File: src/tps_pkg.sv
// Shared types, codes and tone tables for the tone pattern sequencer.
`timescale 1ns / 1ps
`default_nettype none

package tps_pkg;

   typedef enum logic [1:0] {
      REQ_TICK  = 2'd0,
      REQ_PLAY  = 2'd1,
      REQ_ALERT = 2'd2,
      REQ_MUTE  = 2'd3
   } req_kind_type;

   typedef enum logic [1:0] {
      ALERT_NONE = 2'd0,
      ALERT_WARN = 2'd1,
      ALERT_CRIT = 2'd2
   } alert_type;

   localparam logic [3:0]  MAX_PATTERN    = 4'd11;
   localparam logic [3:0]  SEQ_WARN       = 4'd12;
   localparam logic [3:0]  SEQ_CRIT       = 4'd13;
   localparam logic [31:0] WARN_PERIOD_MS = 32'd10000;
   localparam logic [31:0] CRIT_PERIOD_MS = 32'd4000;

   // Classified request as it waits between front and back.
   typedef struct packed {
      req_kind_type kind;
      logic [3:0]   pattern;
      logic         play_ok;
      alert_type    level;
      logic         mute_on;
   } req_cmd_type;

   typedef struct packed {
      logic        busy_res;
      logic        dropped;
      logic [3:0]  queue_count;
      logic        idle_level;
      logic [11:0] tone_hz;
   } rsp_fields_type;

   // First segment and segment count of each sequence; codes 12/13 are the alerts.
   localparam logic [5:0] SEQ_FIRST [16] = '{
      6'd0, 6'd1, 6'd6, 6'd10, 6'd13, 6'd14, 6'd22, 6'd32,
      6'd37, 6'd40, 6'd45, 6'd48, 6'd51, 6'd54, 6'd0, 6'd0};

   localparam logic [3:0] SEQ_COUNT [16] = '{
      4'd1, 4'd5, 4'd4, 4'd3, 4'd1, 4'd8, 4'd10, 4'd5,
      4'd3, 4'd5, 4'd3, 4'd3, 4'd3, 4'd5, 4'd1, 4'd1};

   localparam logic [11:0] SEG_HZ [64] = '{
      12'd1000,
      12'd1000, 12'd0, 12'd1300, 12'd0, 12'd1600,
      12'd500, 12'd0, 12'd500, 12'd0,
      12'd1200, 12'd0, 12'd1500,
      12'd800,
      12'd2000, 12'd0, 12'd2000, 12'd0, 12'd2000, 12'd0, 12'd2000, 12'd0,
      12'd300, 12'd0, 12'd300, 12'd0, 12'd300, 12'd0, 12'd300, 12'd0, 12'd300, 12'd0,
      12'd600, 12'd0, 12'd1000, 12'd0, 12'd1400,
      12'd2000, 12'd0, 12'd2500,
      12'd1500, 12'd0, 12'd1000, 12'd0, 12'd600,
      12'd1100, 12'd0, 12'd1300,
      12'd1200, 12'd0, 12'd900,
      12'd1400, 12'd0, 12'd1400,
      12'd400, 12'd0, 12'd400, 12'd0, 12'd400,
      12'd0, 12'd0, 12'd0, 12'd0, 12'd0};

   localparam logic [7:0] SEG_MS [64] = '{
      8'd50,
      8'd40, 8'd30, 8'd40, 8'd30, 8'd60,
      8'd50, 8'd50, 8'd50, 8'd50,
      8'd100, 8'd50, 8'd100,
      8'd150,
      8'd40, 8'd60, 8'd40, 8'd60, 8'd40, 8'd60, 8'd40, 8'd60,
      8'd80, 8'd40, 8'd80, 8'd40, 8'd80, 8'd40, 8'd80, 8'd40, 8'd80, 8'd40,
      8'd80, 8'd50, 8'd80, 8'd50, 8'd80,
      8'd50, 8'd50, 8'd50,
      8'd80, 8'd50, 8'd80, 8'd50, 8'd80,
      8'd50, 8'd30, 8'd60,
      8'd80, 8'd40, 8'd60,
      8'd70, 8'd60, 8'd70,
      8'd100, 8'd60, 8'd100, 8'd60, 8'd140,
      8'd0, 8'd0, 8'd0, 8'd0, 8'd0};

endpackage

`default_nettype wire

File: src/tps_front.sv
// Request intake: classifies each request and holds it in a two-entry queue.
`timescale 1ns / 1ps
`default_nettype none

module tps_front (
   input  wire logic                clock,
   input  wire logic                reset,
   input  wire logic                in_valid,
   output logic                     in_ready,
   input  wire logic [1:0]          in_kind,
   input  wire logic [7:0]          in_data,
   output logic                     q_valid,
   output tps_pkg::req_cmd_type     q_cmd,
   input  wire logic                q_pop
);
   import tps_pkg::*;

   localparam logic [1:0] SLOTS = 2'd2;

   req_cmd_type entry_ff [2];
   req_cmd_type cmd;
   logic        wr_ptr_ff, wr_ptr_in;
   logic        rd_ptr_ff, rd_ptr_in;
   logic [1:0]  count_ff, count_in;
   logic        push;
   logic        pop;

   always_comb begin
      cmd.kind    = req_kind_type'(in_kind);
      cmd.pattern = in_data[3:0];
      cmd.play_ok = in_data[3:0] <= MAX_PATTERN;
      cmd.mute_on = in_data[6];
      case (alert_type'(in_data[5:4]))
         ALERT_WARN: cmd.level = ALERT_WARN;
         ALERT_CRIT: cmd.level = ALERT_CRIT;
         default:    cmd.level = ALERT_NONE;
      endcase
   end

   assign in_ready = count_ff != SLOTS;
   assign q_valid  = count_ff != 2'd0;
   assign q_cmd    = entry_ff[rd_ptr_ff];
   assign push     = in_valid && in_ready;
   assign pop      = q_pop && q_valid;

   always_comb begin
      wr_ptr_in = push ? !wr_ptr_ff : wr_ptr_ff;
      rd_ptr_in = pop ? !rd_ptr_ff : rd_ptr_ff;
      count_in  = count_ff + {1'b0, push} - {1'b0, pop};
   end

   always_ff @(posedge clock) begin
      if (reset) begin
         wr_ptr_ff <= 1'b0;
         rd_ptr_ff <= 1'b0;
         count_ff  <= 2'd0;
      end else begin
         wr_ptr_ff <= wr_ptr_in;
         rd_ptr_ff <= rd_ptr_in;
         count_ff  <= count_in;
      end
   end

   always_ff @(posedge clock) begin
      if (push) begin
         entry_ff[wr_ptr_ff] <= cmd;
      end
   end

endmodule

`default_nettype wire

File: src/tps_back.sv
// Sequencer core: pattern queue, alert scheduling, segment timing and result register.
`timescale 1ns / 1ps
`default_nettype none

module tps_back #(
   parameter int QUEUE_DEPTH = 8
) (
   input  wire logic                 clock,
   input  wire logic                 reset,
   input  wire logic                 cmd_valid,
   input  wire tps_pkg::req_cmd_type cmd,
   output logic                      cmd_pop,
   input  wire logic                 active_low,
   output logic                      out_valid,
   input  wire logic                 out_ready,
   output tps_pkg::rsp_fields_type   out_fields
);
   import tps_pkg::*;

   localparam int HeadW = (QUEUE_DEPTH > 1) ? $clog2(QUEUE_DEPTH) : 1;
   localparam int FillW = $clog2(QUEUE_DEPTH + 1);
   localparam logic [HeadW-1:0] LastSlot = HeadW'(QUEUE_DEPTH - 1);
   localparam logic [FillW-1:0] FullFill = FillW'(QUEUE_DEPTH);

   function automatic logic [HeadW-1:0] next_slot(input logic [HeadW-1:0] h);
      return (h == LastSlot) ? '0 : h + 1'b1;
   endfunction

   function automatic logic [5:0] seg_addr(input logic [3:0] seq, input logic [3:0] idx);
      logic [6:0] s;
      s = {1'b0, SEQ_FIRST[seq]} + {3'b000, idx};
      return s[5:0];
   endfunction

   function automatic logic [31:0] alert_period(input alert_type lvl);
      case (lvl)
         ALERT_WARN: return WARN_PERIOD_MS;
         ALERT_CRIT: return CRIT_PERIOD_MS;
         default:    return 32'd0;
      endcase
   endfunction

   logic [3:0]       pattern_mem [QUEUE_DEPTH];
   logic [HeadW-1:0] head_ff, head_in;
   logic [HeadW-1:0] tail_ff, tail_in;
   logic [FillW-1:0] fill_ff, fill_in;
   logic [3:0]       hd_ff, hd_in;
   logic [3:0]       rd_ff;
   logic [HeadW-1:0] rd_addr;
   logic [31:0]      ms_ff, ms_in;
   logic             muted_ff, muted_in;
   alert_type        alert_ff, alert_in;
   logic [31:0]      due_ff, due_in;
   logic [3:0]       seq_ff, seq_in;
   logic [3:0]       idx_ff, idx_in;
   logic [7:0]       left_ff, left_in;
   logic             busy_ff, busy_in;
   logic             turn_ff, turn_in;
   logic             out_valid_ff, out_valid_in;
   rsp_fields_type   out_ff, result;

   logic             fire;
   logic             wr_en;
   logic             adv;
   logic             drop;
   logic             push_empty;

   assign fire       = cmd_valid && (!out_valid_ff || out_ready);
   assign cmd_pop    = fire;
   assign out_valid  = out_valid_ff;
   assign out_fields = out_ff;

   always_comb begin
      logic [7:0]       left_dec;
      logic [3:0]       idx_nx;
      logic [FillW-1:0] fill_pre;
      logic [31:0]      diff;
      logic             due_now;
      logic [3:0]       start_code;
      logic             start;

      ms_in      = ms_ff;
      muted_in   = muted_ff;
      alert_in   = alert_ff;
      due_in     = due_ff;
      seq_in     = seq_ff;
      idx_in     = idx_ff;
      left_in    = left_ff;
      busy_in    = busy_ff;
      turn_in    = turn_ff;
      head_in    = head_ff;
      tail_in    = tail_ff;
      fill_in    = fill_ff;
      wr_en      = 1'b0;
      adv        = 1'b0;
      drop       = 1'b0;
      push_empty = 1'b0;
      left_dec   = 8'd0;
      idx_nx     = 4'd0;
      fill_pre   = fill_ff;
      start      = 1'b0;
      start_code = 4'd0;

      case (cmd.kind)
         REQ_TICK: begin
            ms_in = ms_ff + 32'd1;
            if (busy_ff) begin
               left_dec = (left_ff != 8'd0) ? left_ff - 8'd1 : left_ff;
               left_in  = left_dec;
               if (left_dec == 8'd0) begin
                  idx_nx = idx_ff + 4'd1;
                  idx_in = idx_nx;
                  if (idx_nx >= SEQ_COUNT[seq_ff]) begin
                     busy_in = 1'b0;
                  end else begin
                     left_in = SEG_MS[seg_addr(seq_ff, idx_nx)];
                  end
               end
            end
         end
         REQ_PLAY: begin
            if (!muted_ff && cmd.play_ok) begin
               wr_en   = 1'b1;
               tail_in = next_slot(tail_ff);
               if (fill_ff == FullFill) begin
                  // full: push out the oldest entry
                  head_in  = next_slot(head_ff);
                  adv      = 1'b1;
                  drop     = 1'b1;
                  fill_pre = FullFill - 1'b1;
               end
               push_empty = fill_pre == '0;
               fill_in    = fill_pre + 1'b1;
            end
         end
         REQ_ALERT: begin
            if (cmd.level != alert_ff) begin
               alert_in = cmd.level;
               due_in   = ms_ff;
            end
         end
         REQ_MUTE: begin
            if (cmd.mute_on != muted_ff) begin
               muted_in = cmd.mute_on;
               if (cmd.mute_on) begin
                  head_in = '0;
                  tail_in = '0;
                  fill_in = '0;
                  busy_in = 1'b0;
                  left_in = 8'd0;
               end
            end
         end
         default: begin
         end
      endcase

      // idle: start the next alert or queued pattern right away
      diff    = ms_in - due_in;
      due_now = (alert_in != ALERT_NONE) && !diff[31];
      if (!busy_in) begin
         if (due_now && (turn_in || fill_in == '0)) begin
            due_in  = ms_in + alert_period(alert_in);
            turn_in = 1'b0;
            if (!muted_in) begin
               start      = 1'b1;
               start_code = (alert_in == ALERT_WARN) ? SEQ_WARN : SEQ_CRIT;
            end
         end else if (fill_in != '0 && !muted_in) begin
            start      = 1'b1;
            start_code = push_empty ? cmd.pattern : hd_ff;
            head_in    = next_slot(head_in);
            adv        = 1'b1;
            fill_in    = fill_in - 1'b1;
            turn_in    = 1'b1;
         end else begin
            turn_in = 1'b0;
         end
      end
      if (start) begin
         seq_in  = start_code;
         idx_in  = 4'd0;
         left_in = SEG_MS[SEQ_FIRST[start_code]];
         busy_in = 1'b1;
      end

      // keep the head entry on hand for the next pop
      if (wr_en && tail_ff == head_in) begin
         hd_in = cmd.pattern;
      end else if (adv) begin
         hd_in = rd_ff;
      end else begin
         hd_in = hd_ff;
      end
      rd_addr = next_slot(head_in);

      result.tone_hz     = busy_in ? SEG_HZ[seg_addr(seq_in, idx_in)] : 12'd0;
      result.idle_level  = muted_in | active_low;
      result.queue_count = 4'(fill_in);
      result.dropped     = drop;
      result.busy_res    = busy_in;

      out_valid_in = fire || (out_valid_ff && !out_ready);
   end

   always_ff @(posedge clock) begin
      if (reset) begin
         head_ff      <= '0;
         tail_ff      <= '0;
         fill_ff      <= '0;
         ms_ff        <= 32'd0;
         muted_ff     <= 1'b0;
         alert_ff     <= ALERT_NONE;
         due_ff       <= 32'd0;
         seq_ff       <= 4'd0;
         idx_ff       <= 4'd0;
         left_ff      <= 8'd0;
         busy_ff      <= 1'b0;
         turn_ff      <= 1'b0;
         out_valid_ff <= 1'b0;
      end else begin
         out_valid_ff <= out_valid_in;
         if (fire) begin
            head_ff  <= head_in;
            tail_ff  <= tail_in;
            fill_ff  <= fill_in;
            ms_ff    <= ms_in;
            muted_ff <= muted_in;
            alert_ff <= alert_in;
            due_ff   <= due_in;
            seq_ff   <= seq_in;
            idx_ff   <= idx_in;
            left_ff  <= left_in;
            busy_ff  <= busy_in;
            turn_ff  <= turn_in;
         end
      end
   end

   // pattern storage with one registered read port, bypassed on a same-slot write
   always_ff @(posedge clock) begin
      if (fire) begin
         if (wr_en) begin
            pattern_mem[tail_ff] <= cmd.pattern;
         end
         rd_ff  <= (wr_en && tail_ff == rd_addr) ? cmd.pattern : pattern_mem[rd_addr];
         hd_ff  <= hd_in;
         out_ff <= result;
      end
   end

`ifndef NO_ASSERTIONS
   a_idle_means_empty: assert property (@(posedge clock) disable iff (reset)
      !busy_ff |-> fill_ff == '0)
      else $error("sequencer idle with patterns still queued");

   a_muted_silent: assert property (@(posedge clock) disable iff (reset)
      muted_ff |-> (!busy_ff && fill_ff == '0))
      else $error("muted while playing or holding queued patterns");

   a_segment_live: assert property (@(posedge clock) disable iff (reset)
      busy_ff |-> left_ff != 8'd0)
      else $error("playing segment has no time left");

   a_fill_bound: assert property (@(posedge clock) disable iff (reset)
      fill_ff <= FullFill)
      else $error("pattern queue fill beyond depth");
`endif
endmodule

`default_nettype wire

File: src/tone_pattern_sequencer.sv
// Top level of the buzzer tone pattern sequencer.
`timescale 1ns / 1ps
`default_nettype none

// Buzzer sequencer. Each request (a one-ms tick, a play, an alert level or a mute
// setting) returns exactly one response carrying the tone frequency in Hz, the idle pin
// level, the queued pattern count, a drop flag and a busy flag. Requests enter a
// two-entry queue and are executed one per clock by the sequencer core unless the
// response side stalls, so the block then sustains one request per cycle; a request
// passes the front queue and the core's result register before its response is valid,
// and the queue takes up to two more requests while a response waits. Play requests
// beyond QUEUE_DEPTH drop the oldest waiting pattern. No clearing pass runs after
// reset. Write csr_wdata (buzzer active low) only while no request is outstanding.
module tone_pattern_sequencer #(
   parameter int QUEUE_DEPTH = 8
) (
   input  wire logic        clock,
   input  wire logic        reset,
   input  wire logic        req_tvalid,
   output logic             req_tready,
   input  wire logic [7:0]  req_tdata,   // pattern[3:0], alert_level[5:4], mute_on[6]
   input  wire logic [1:0]  req_tuser,   // req_type[1:0]
   output logic             rsp_tvalid,
   input  wire logic        rsp_tready,
   output logic [23:0]      rsp_tdata,   // tone_hz[11:0], idle_level[12],
                                         // queue_count[16:13], dropped[17], busy_res[18]
   input  wire logic        csr_wen,
   input  wire logic        csr_wdata
);
   import tps_pkg::*;

   logic           active_low_ff;
   logic           q_valid;
   req_cmd_type    q_cmd;
   logic           q_pop;
   rsp_fields_type fields;

   always_ff @(posedge clock) begin
      if (reset) begin
         active_low_ff <= 1'b0;
      end else if (csr_wen) begin
         active_low_ff <= csr_wdata;
      end
   end

   tps_front u_front (
      .clock    (clock),
      .reset    (reset),
      .in_valid (req_tvalid),
      .in_ready (req_tready),
      .in_kind  (req_tuser),
      .in_data  (req_tdata),
      .q_valid  (q_valid),
      .q_cmd    (q_cmd),
      .q_pop    (q_pop)
   );

   tps_back #(
      .QUEUE_DEPTH (QUEUE_DEPTH)
   ) u_back (
      .clock      (clock),
      .reset      (reset),
      .cmd_valid  (q_valid),
      .cmd        (q_cmd),
      .cmd_pop    (q_pop),
      .active_low (active_low_ff),
      .out_valid  (rsp_tvalid),
      .out_ready  (rsp_tready),
      .out_fields (fields)
   );

   assign rsp_tdata = {5'b00000, fields.busy_res, fields.dropped, fields.queue_count,
                       fields.idle_level, fields.tone_hz};

endmodule

`default_nettype wire

File: config.mk
export PLATFORM = sky130hd
export DESIGN_NAME = tone_pattern_sequencer
export DESIGN_NICKNAME = d
export VERILOG_FILES = /design/src/tps_pkg.sv /design/src/tps_front.sv /design/src/tps_back.sv /design/src/tone_pattern_sequencer.sv
export SDC_FILE = /design/constraint.sdc
export NUM_CORES = 1
export LEC_CHECK = 0
export BUFFER_PORTS_ARGS = -buffer_cell sky130_fd_sc_hd__clkbuf_2
export CAP_MARGIN = 20
export CORE_AREA = 4 4 233 121
export CTS_CLUSTER_DIAMETER = 80
export DETAILED_ROUTE_END_ITERATION = 12
export DIE_AREA = 0 0 237 125
export GPL_ROUTABILITY_DRIVEN = 0
export PLACE_DENSITY = 0.78
export SYNTH_ARGS = -nofsm -noshare
export SYNTH_HDL_FRONTEND = slang
export SYNTH_SLANG_ARGS = --single-unit
File: constraint.sdc
create_clock -name clock -period 11.1 [get_ports clock]
set_clock_uncertainty 0.05 [all_clocks]
set_input_delay 0.555 -clock clock [delete_from_list [all_inputs] [get_ports clock]]
set_output_delay 0.555 -clock clock [all_outputs]
set_load 0.01 [all_outputs]
; ---- Word-level counts from Yosys, hierarchy flattened
; Memories as Yosys holds them, arrays and structs flattened. A register that Yosys moved wholly into a read port is not among the register bits.
; Cells that the tools add are included.
[classes]
shifts = 0
mul = 0
reduce_logical = 35
n_addsub = 15
n_mux = 101
n_bitwise = 8
eq_ne = 22
order_cmp = 7
div_mod_pow = 0
[ops]
columns = op, count
row1 = $mux W32, 7
row2 = $mux W4, 23
row3 = $mux W8, 11
row4 = $mux W3, 14
row5 = $mux W6, 6
row6 = $add A32 B1 Y32 const B, 1
row7 = $add A32 B32 Y32, 1
row8 = $sub A32 B32 Y32, 1
row9 = $mux W1, 31
row10 = $pmux W14 S2, 1
row11 = $not A6 Y7, 3
row12 = $pmux W8 S2, 1
row13 = $ge A5 B5 Y1 const B, 3
row14 = $not A4 Y5, 3
row15 = $ge A7 B7 Y1 const B, 2
row16 = $add A3 B1 Y3 const B, 4
row17 = $add A6 B4 Y6, 2
row18 = $eq A3 B3 Y1 const B, 4
row19 = $pmux W3 S2, 2
row20 = $reduce_and A5 Y1, 2
row21 = $logic_and A1 B1 Y1, 9
row22 = $ne A3 B1 Y1 const B, 3
row23 = $add A4 B1 Y4 const B, 2
row24 = $eq A2 B2 Y1 const B, 4
row25 = 29 further kinds, 48
[word_totals]
romBits = 2144
n_memories = 9
out_inout_bits = 26
elab_cells = 219
ff_bits = 112
in_bits = 16
latch_bits = 0
ram_bits = 52
[mem_list]
columns = name, words, width, rd, rd_clocked_by_memory_dff, write_ports, line_no
row1 = (name not given), 64, 12, 1, 1, 0, tps_back.sv:197  ; result.tone_hz = busy_in ? SEG_HZ[seg_addr(seq_in, idx_in)] : 12'd0;
row2 = (name not given), 64, 8, 1, 0, 0, tps_back.sv:116  ; left_in = SEG_MS[seg_addr(seq_ff, idx_nx)];
row3 = (name not given), 64, 8, 1, 0, 0, tps_back.sv:183  ; left_in = SEG_MS[SEQ_FIRST[start_code]];
row4 = (name not given), 16, 6, 1, 0, 0, tps_back.sv:183
row5 = (name not given), 16, 6, 1, 0, 0, tps_back.sv:31  ; s = {1'b0, SEQ_FIRST[seq]} + {3'b000, idx};
row6 = (name not given), 16, 6, 1, 0, 0, tps_back.sv:31
row7 = 3 more memories, n/a, n/a, n/a, n/a, n/a, n/a

; ---- Logic depth before layout (Yosys ltp)
; Gate-level depths: netlist of the first run.
[depth]
depth_word = 21
ltp_mapped = 43
mapped_depth_nobuf = 37

; ---- Hierarchy
; Synthesis of the first run repeated with hierarchy kept, for this count alone.
[hier_totals]
cells_unflattened = 1636
area_unflattened_um2 = 14003.4
[by_module_without_submodules]
columns = module, n_inst, seq_area_each_um2, area_per_inst_um2, cells_each
row1 = tps_back, 1, 3633.5, 12936.2, 1564
row2 = tps_front, 1, 700.7, 992.2, 63
row3 = tone_pattern_sequencer, 1, 20.0, 75.1, 9

; ---- Worst setup path after synthesis of the first run
; Ideal clock, no wire load.
[synth_path]
path_type = flip-flop to flip-flop
from = register with a tool-made name
to = register, netlist name u_back.out_fields[3]
setup_ps = 267
required_ps = 10783
synth_period_minus_slack_ps = 8634
stages_incl_launch_ff = 39
t_arrival_ps = 8317
setup_slack_ps = 2466
path_buffers = 5
cell_sequence = dfxtp_1 buf_4 buf_6 mux2i_1 ha_1 clkbuf_1 nand4_1 nor4_1 and2_1 buf_2 nand4_1 nor2_1 xnor2_1 inv_1 ha_1 nand4_1 nor3_1 a211oi_1 [... 3 more ...] buf_2 or3_1 a21oi_1 a21oi_1 ha_1 o22a_1 ha_1 a21o_1 a21oi_1 nor2_1 or2_2 nand2_1 xnor2_1 o32a_1 mux2_2 a221oi_1 mux2_2 nor2_1

==> qor.tcl, run 1 <==
set qor(status) {completed}
set qor(cts_tree) {yes}
set qor(drtPass1Iterations) 6
set qor(clk_transition_reported_paths_ns) 0.08
set qor(critical_path.slowest_cell) {o31ai_1}
set qor(synth_area_leaders) {edfxtp_1 (16%), dfxtp_1 (14%), ha_1 (9.5%)}
set qor(crit_path_max_fanout) 16
set qor(synthCells) 1742
set qor(final_max_slew_viol_count) 0
set qor(antenna_cells) 0
set qor(number_of_antenna_violations_at_the_first_check_in_global_routing) 0
set qor(critical_path_at_ns) 10.14
set qor(hold_path_class) {in2reg}
set qor(fin_nets) 1836
set qor(hold-worst-slack_ns) 0.2305
set qor(setup_tns_ns) 0
set qor(layout-drive-gt1-share) 0.08479
set qor(start_util) 0.5446
set qor(die_area_um2) 29630
set qor(critical-path-max-stage-delay_ns) 0.67
set qor(max_freq_ghz) 0.1003
set qor(clk_path_buf_depth) 2
set qor(cts_setup_buffers) 0
set qor(boundaryPins) 42
set qor(viasPerCell) 6.076
set qor(first_global_vias) 11327
set qor(tightest_slew_ns) 1.101
set qor(ctsHtreeMaxLevel) 4
set qor(groute.usage.overall) 0.2267
set qor(post-route-min-period_ns) 9.973
set qor(crit_path_start_kind) {register}
set qor(synth_area_um2) 14220
set qor(drtIter0Drc) 1185
set qor(total_of_endpoints_with_negative_setup_slack_in_the_final_report) 0
set qor(fp.coreArea_um2) 26120
set qor(setup_repair_after_global_routing_missed_its_margin) {no}
set qor(async_flop_share) 0
set qor(yosys_warnings) 0
set qor(seq_area_frac_synth) 0.3061
set qor(synth_top_area_cell) {edfxtp_1}
set qor(r2r.worst_path.cells) 36
set qor(synthToLayoutAreaGrowth_pct) 6.483
set qor(routed_via_count) 12602
set qor(number_of_synthesized_register_bits) 179
set qor(worstPathRequired_ns) 11.27
set qor(crit_path_class) {reg2reg}
set qor(final_hold_viol_count) 0
set qor(drtAntennaViolNets) 0
set qor(netlist-cell-type-count) 84
set qor(synth_top_cell_area_share) 0.1626
set qor(critical_path.most_common_cell) {ha_1}
set qor(regToRegSetupSlack_ns) 1.13
set qor(route.detailed.drc) 0
set qor(rows) 42
set qor(endpoint_of_the_worst_register_to_register_path) {u_back.out_fields[3]}
set qor(synth_ff_type) {dfxtp_1}
set qor(timing.final.crit_share) 0.8985
set qor(worst_setup_path_endpoint) {u_back.out_fields[3]}
set qor(tritoncts.num_buffers) 17
set qor(synth-edff-count) 77
set qor(root_buffer) {clkbuf_16}
set qor(port_buffers) 33
set qor(slew_headroom) 0.2657
set qor(dp.final_hpwl_um) 23390
set qor(dieWidth_um) 237
set qor(die_h_um) 125
set qor(max_cap_violations) 0
set qor(end_kind) {register}
set qor(global_route.overflow_total) 0
set qor(syn-mean-instance-area_um2) 8.165
set qor(cts_num_sinks) 179
set qor(pin_count_of_the_biggest_net_entering_global_routing) 91
set qor(clk_lat_worst_skew_ns) 0.46
set qor(grt_pass1_wl_um) 57210
set qor(wire_per_inst_um) 16.46
set qor(routed_wl_um) 34150
cell families (layout without fill, tap and decap cells):
| family | after synthesis | in the layout | synth area share |
|---|---|---|---|
| adder cells (fa/ha/maj) | 111 | 111 | 0.09923 |
| AO/OA/AOI/OAI | 459 | 460 | 0.2099 |
| XOR/XNOR | 109 | 109 | 0.06712 |
| flip-flops | 179 | 179 | 0.3061 |
| other | 1 | 7 | 0.0002636 |
| multiplexers | 90 | 90 | 0.06685 |
| AND/OR/NAND/NOR | 625 | 625 | 0.2019 |
| buffers and inverters | 168 | 141 | 0.04865 |
cells in the final DEF (no fill, tap or decap), drive strengths merged, types with 50 or more instances in the layout:
cell type | Yosys | routed
nand2 | 211 | 211
xnor2 | 64 | 64
a21oi | 153 | 153
inv | 53 | 61
nor2 | 182 | 182
dfxtp | 102 | 102
edfxtp | 77 | 77
nor3 | 50 | 50
mux2i | 63 | 63
o21ai | 87 | 87
ha | 108 | 108
cells in the mapped netlist, types with 20 or more instances:
cell and count:
nand2_1 211, nor2_1 182, a21oi_1 153, ha_1 108, dfxtp_1 102, clkbuf_1 82
o21ai_0 79, edfxtp_1 77, xnor2_1 64, mux2i_1 61, inv_1 53, nor3_1 48
xor2_1 45, nand3_1 44, o211ai_1 38, nand4_1 33, a211oi_1 32, mux2_2 27
a21o_1 20
metrics by stage:
stage / util / setup slack [ns] / instances / cell area [um^2]
6_report: 0.5799 / 1.127 / 2074 / 15150
3_3_place_gp: 0.5577 / 1.137 / 2041 / 14570
5_1_grt: 0.5799 / 0.1697 / 2074 / 15150
2_1_floorplan: - / 2.466 / 1748 / 14250
3_5_place_dp: 0.5577 / 0.9938 / 2041 / 14570
4_1_cts: 0.5794 / 0.9500 / 2073 / 15130
timing repair:
| action | CTS | global route |
|---|---|---|
| resized for setup | 0 | 1 |
| hold endpoints to repair | 0 | 0 |
| setup endpoints to repair | 0 | 6 |
| hold buffers | 0 | 0 |
critical path, delay by kind of cell, from the launching register on:
family	cells	cell delay [ns]
buffers and inverters	4	0.65
AO/OA/AOI/OAI	9	2.75
XOR/XNOR	2	0.27
AND/OR/NAND/NOR	14	3.37
multiplexers	3	0.92
flip-flops	1	0.56
adder cells (fa/ha/maj)	4	1.15
registers in the layout, indices dropped and copies added, names as in the netlist, 3 cells and up, named ones only:
signal              cells
u_back.due_ff          32
u_back.ms_ff           32
u_back.pattern_mem     32
u_front.entry_ff       20
u_back.out_fields      17
u_back.left_ff          8
u_back.fill_ff          4
u_back.hd_ff            4
u_back.idx_ff           4
u_back.rd_ff            4
u_back.seq_ff           4
u_back.head_ff          3
u_back.tail_ff          3
per-layer routing:
layer	share of wire	track usage	vias to the layer above
met5	0	0	-
met4	0.016	0.05316	0
met3	0.058	0.03344	49
met2	0.45	0.3583	422
met1	0.48	0.3298	5880
li1	-	-	6251
worst min-delay path by stage:
| stage | slack [ns] | startpoint | end | cells after the start |
|---|---|---|---|---|
| floorplan | 0.38 | u_back.due_ff[11] | u_back.due_ff[11] | 2 |
| global placement | 0.39 | u_back.due_ff[3] | u_back.due_ff[3] | 2 |
| detailed placement | 0.39 | u_back.due_ff[14] | u_back.due_ff[14] | 2 |
| CTS | 0.22 | req_tdata[6] | u_front.entry_ff[1][0] | 1 |
| global route | 0.23 | req_tdata[6] | u_front.entry_ff[0][0] | 1 |
| finish | 0.23 | req_tdata[6] | u_front.entry_ff[1][0] | 1 |
layout make-up:
type	instances	area, um^2
clock buffer	17	425.4
inverter	54	203.9
timing repair buffer	55	332.8
sequential	179	4355
clock inverter	15	141.4
multi-input combinational	1402	9246
fill	2301	10970
tap	352	440.4
Power of run 1 is left out: the tool's default activity adds up to more than one toggle a clock period on the data nets, which glitch-free logic cannot reach.
==> inputs of run 2 (changes only) <==
--- a/config.mk
+++ b/config.mk
@@ -7,10 +7,10 @@
 export LEC_CHECK = 0
 export BUFFER_PORTS_ARGS = -buffer_cell sky130_fd_sc_hd__clkbuf_2
 export CAP_MARGIN = 20
-export CORE_AREA = 4 4 233 121
+export CORE_AREA = 10 10 239 127
 export CTS_CLUSTER_DIAMETER = 80
 export DETAILED_ROUTE_END_ITERATION = 12
-export DIE_AREA = 0 0 237 125
+export DIE_AREA = 0 0 249 137
 export GPL_ROUTABILITY_DRIVEN = 0
 export PLACE_DENSITY = 0.78
 export SYNTH_ARGS = -nofsm -noshare
==> qor.tcl, run 2 (synthesized netlist as in run 1, its figures left out) <==
set qor(status) {completed}
set qor(routed_via_count) 12743 ;# +1.1%
set qor(tightest_slew_ns) 1.072 ;# -0.02934 ns
set qor(timing.final.crit_share) 0.8980 ;# about the same
set qor(first_global_vias) 11490 ;# +1.4%
set qor(fin_nets) 1837 ;# +0.054%
set qor(cts_setup_buffers) 0 ;# unchanged
set qor(drtAntennaViolNets) 0 ;# unchanged
set qor(die_h_um) 137 ;# +9.6%
set qor(port_buffers) 33 ;# unchanged
set qor(max_cap_violations) 0 ;# unchanged
set qor(critical_path.slowest_cell) {o31ai_1}
set qor(pin_count_of_the_biggest_net_entering_global_routing) 91 ;# unchanged
set qor(cts_num_sinks) 179 ;# unchanged
set qor(start_util) 0.5446 ;# unchanged
set qor(layout-drive-gt1-share) 0.08532 ;# +0.0005312
set qor(worstPathRequired_ns) 11.27 ;# about the same
set qor(drtPass1Iterations) 7 ;# +1
set qor(final_max_slew_viol_count) 0 ;# unchanged
set qor(clk_transition_reported_paths_ns) 0.07 ;# about the same
set qor(clk_lat_worst_skew_ns) 0.47 ;# about the same
set qor(critical_path_at_ns) 10.14 ;# about the same
set qor(post-route-min-period_ns) 9.968 ;# -0.005520 ns
set qor(crit_path_start_kind) {register}
set qor(hold_path_class) {in2reg}
set qor(layout_common_cells) {nand2_1 (211), nor2_1 (181), a21oi_1 (153), ha_1 (108), dfxtp_1 (101)}
set qor(total_of_endpoints_with_negative_setup_slack_in_the_final_report) 0 ;# unchanged
set qor(viasPerCell) 6.141 ;# +1.1%
set qor(fp.coreArea_um2) 26120 ;# unchanged
set qor(dieWidth_um) 249 ;# +5.1%
set qor(groute.usage.overall) 0.1958 ;# -0.03094
set qor(end_kind) {register}
set qor(antenna_cells) 0 ;# unchanged
set qor(number_of_antenna_violations_at_the_first_check_in_global_routing) 0 ;# unchanged
set qor(die_area_um2) 34110 ;# +15%
set qor(setup_tns_ns) 0 ;# unchanged
set qor(global_route.overflow_total) 0 ;# unchanged
set qor(routed_wl_um) 34440 ;# +0.86%
set qor(ctsHtreeMaxLevel) 4 ;# unchanged
set qor(root_buffer) {clkbuf_16}
set qor(drtIter0Drc) 1367 ;# +15%
set qor(crit_path_class) {reg2reg}
set qor(final_hold_viol_count) 0 ;# unchanged
set qor(dp.final_hpwl_um) 23530 ;# +0.58%
set qor(critical-path-max-stage-delay_ns) 0.65 ;# -0.02 ns
set qor(synthToLayoutAreaGrowth_pct) 6.914
set qor(wire_per_inst_um) 16.60 ;# +0.81%
set qor(clk_path_buf_depth) 2 ;# unchanged
set qor(setup_repair_after_global_routing_missed_its_margin) {no}
set qor(rows) 42 ;# unchanged
set qor(tritoncts.num_buffers) 17 ;# unchanged
set qor(cts_tree) {yes}
set qor(post_cts_resize_count) 0 ;# unchanged
set qor(final_common_cell) {nand2_1}
set qor(route.detailed.drc) 0 ;# unchanged
set qor(grt_pass1_wl_um) 57000 ;# -0.37%
set qor(boundaryPins) 42 ;# unchanged
set qor(crit_path_max_fanout) 16 ;# unchanged
set qor(slew_headroom) 0.2841 ;# +0.01841
set qor(layout_top_registers) {u_back.due_ff x32, u_back.ms_ff x32, u_back.pattern_mem x32}
set qor(critical_path.most_common_cell) {ha_1}
set qor(max_freq_ghz) 0.1003 ;# about the same
set qor(hold_fix_buffer_count_after_cts) 0 ;# unchanged
==> run 2: final timing paths <==
path | startpoint | to | slack, ns | cells past startpoint
worst min register to register | u_back.due_ff[3] | u_back.due_ff[3] | 0.40 | 2
worst max-delay path | register | u_back.out_fields[3] | 1.13 | 36
worst min-delay path | req_tuser[1] | u_front.entry_ff[0][9] | 0.23 | 1
worst max register to register | register | u_back.out_fields[3] | 1.13 | 36
==> run 2: metrics by stage <==
step                      area [um^2]  utilization  hold WS [ns]  setup slack, ns  instances
after floorplan                 14250            -        0.3816            2.466       1748
after global placement          14570       0.5580        0.3893            1.234       2042
after detailed placement        14570       0.5580        0.3930            1.124       2042
after CTS                       15190       0.5817        0.2127           0.9256       2074
after global routing            15210       0.5823        0.2214           0.2403       2075
final                           15210       0.5823        0.2313            1.132       2075
==> run 2: critical path: cells and delay by family, from the launching register on <==
kind / cells / cell delay (ns)
fa+ha+maj: 4 / 1.20
buf+inv: 4 / 0.67
xor+xnor: 2 / 0.27
compound gates: 9 / 2.75
mux: 3 / 0.93
simple gates: 14 / 3.29
flops: 1 / 0.56
==> run 2: cell type report <==
type,count,area (um^2)
repair buffers,56,340.3
multi-input cells,1402,9246
fillers,2240,10910
flip-flops and latches,179,4355
clock inverters,14,191.4
well taps,352,440.4
inverters,54,203.9
clock buffers,18,429.2
==> run 2: per-layer routing <==
metal	up-vias	GRT usage	part of all wire
met4	0	0.06197	0.018
li1	6239	-	-
met2	403	0.3179	0.46
met1	6044	0.2642	0.47
met5	-	0	0
met3	57	0.03020	0.053
Power of run 2 is left out for the same reason.
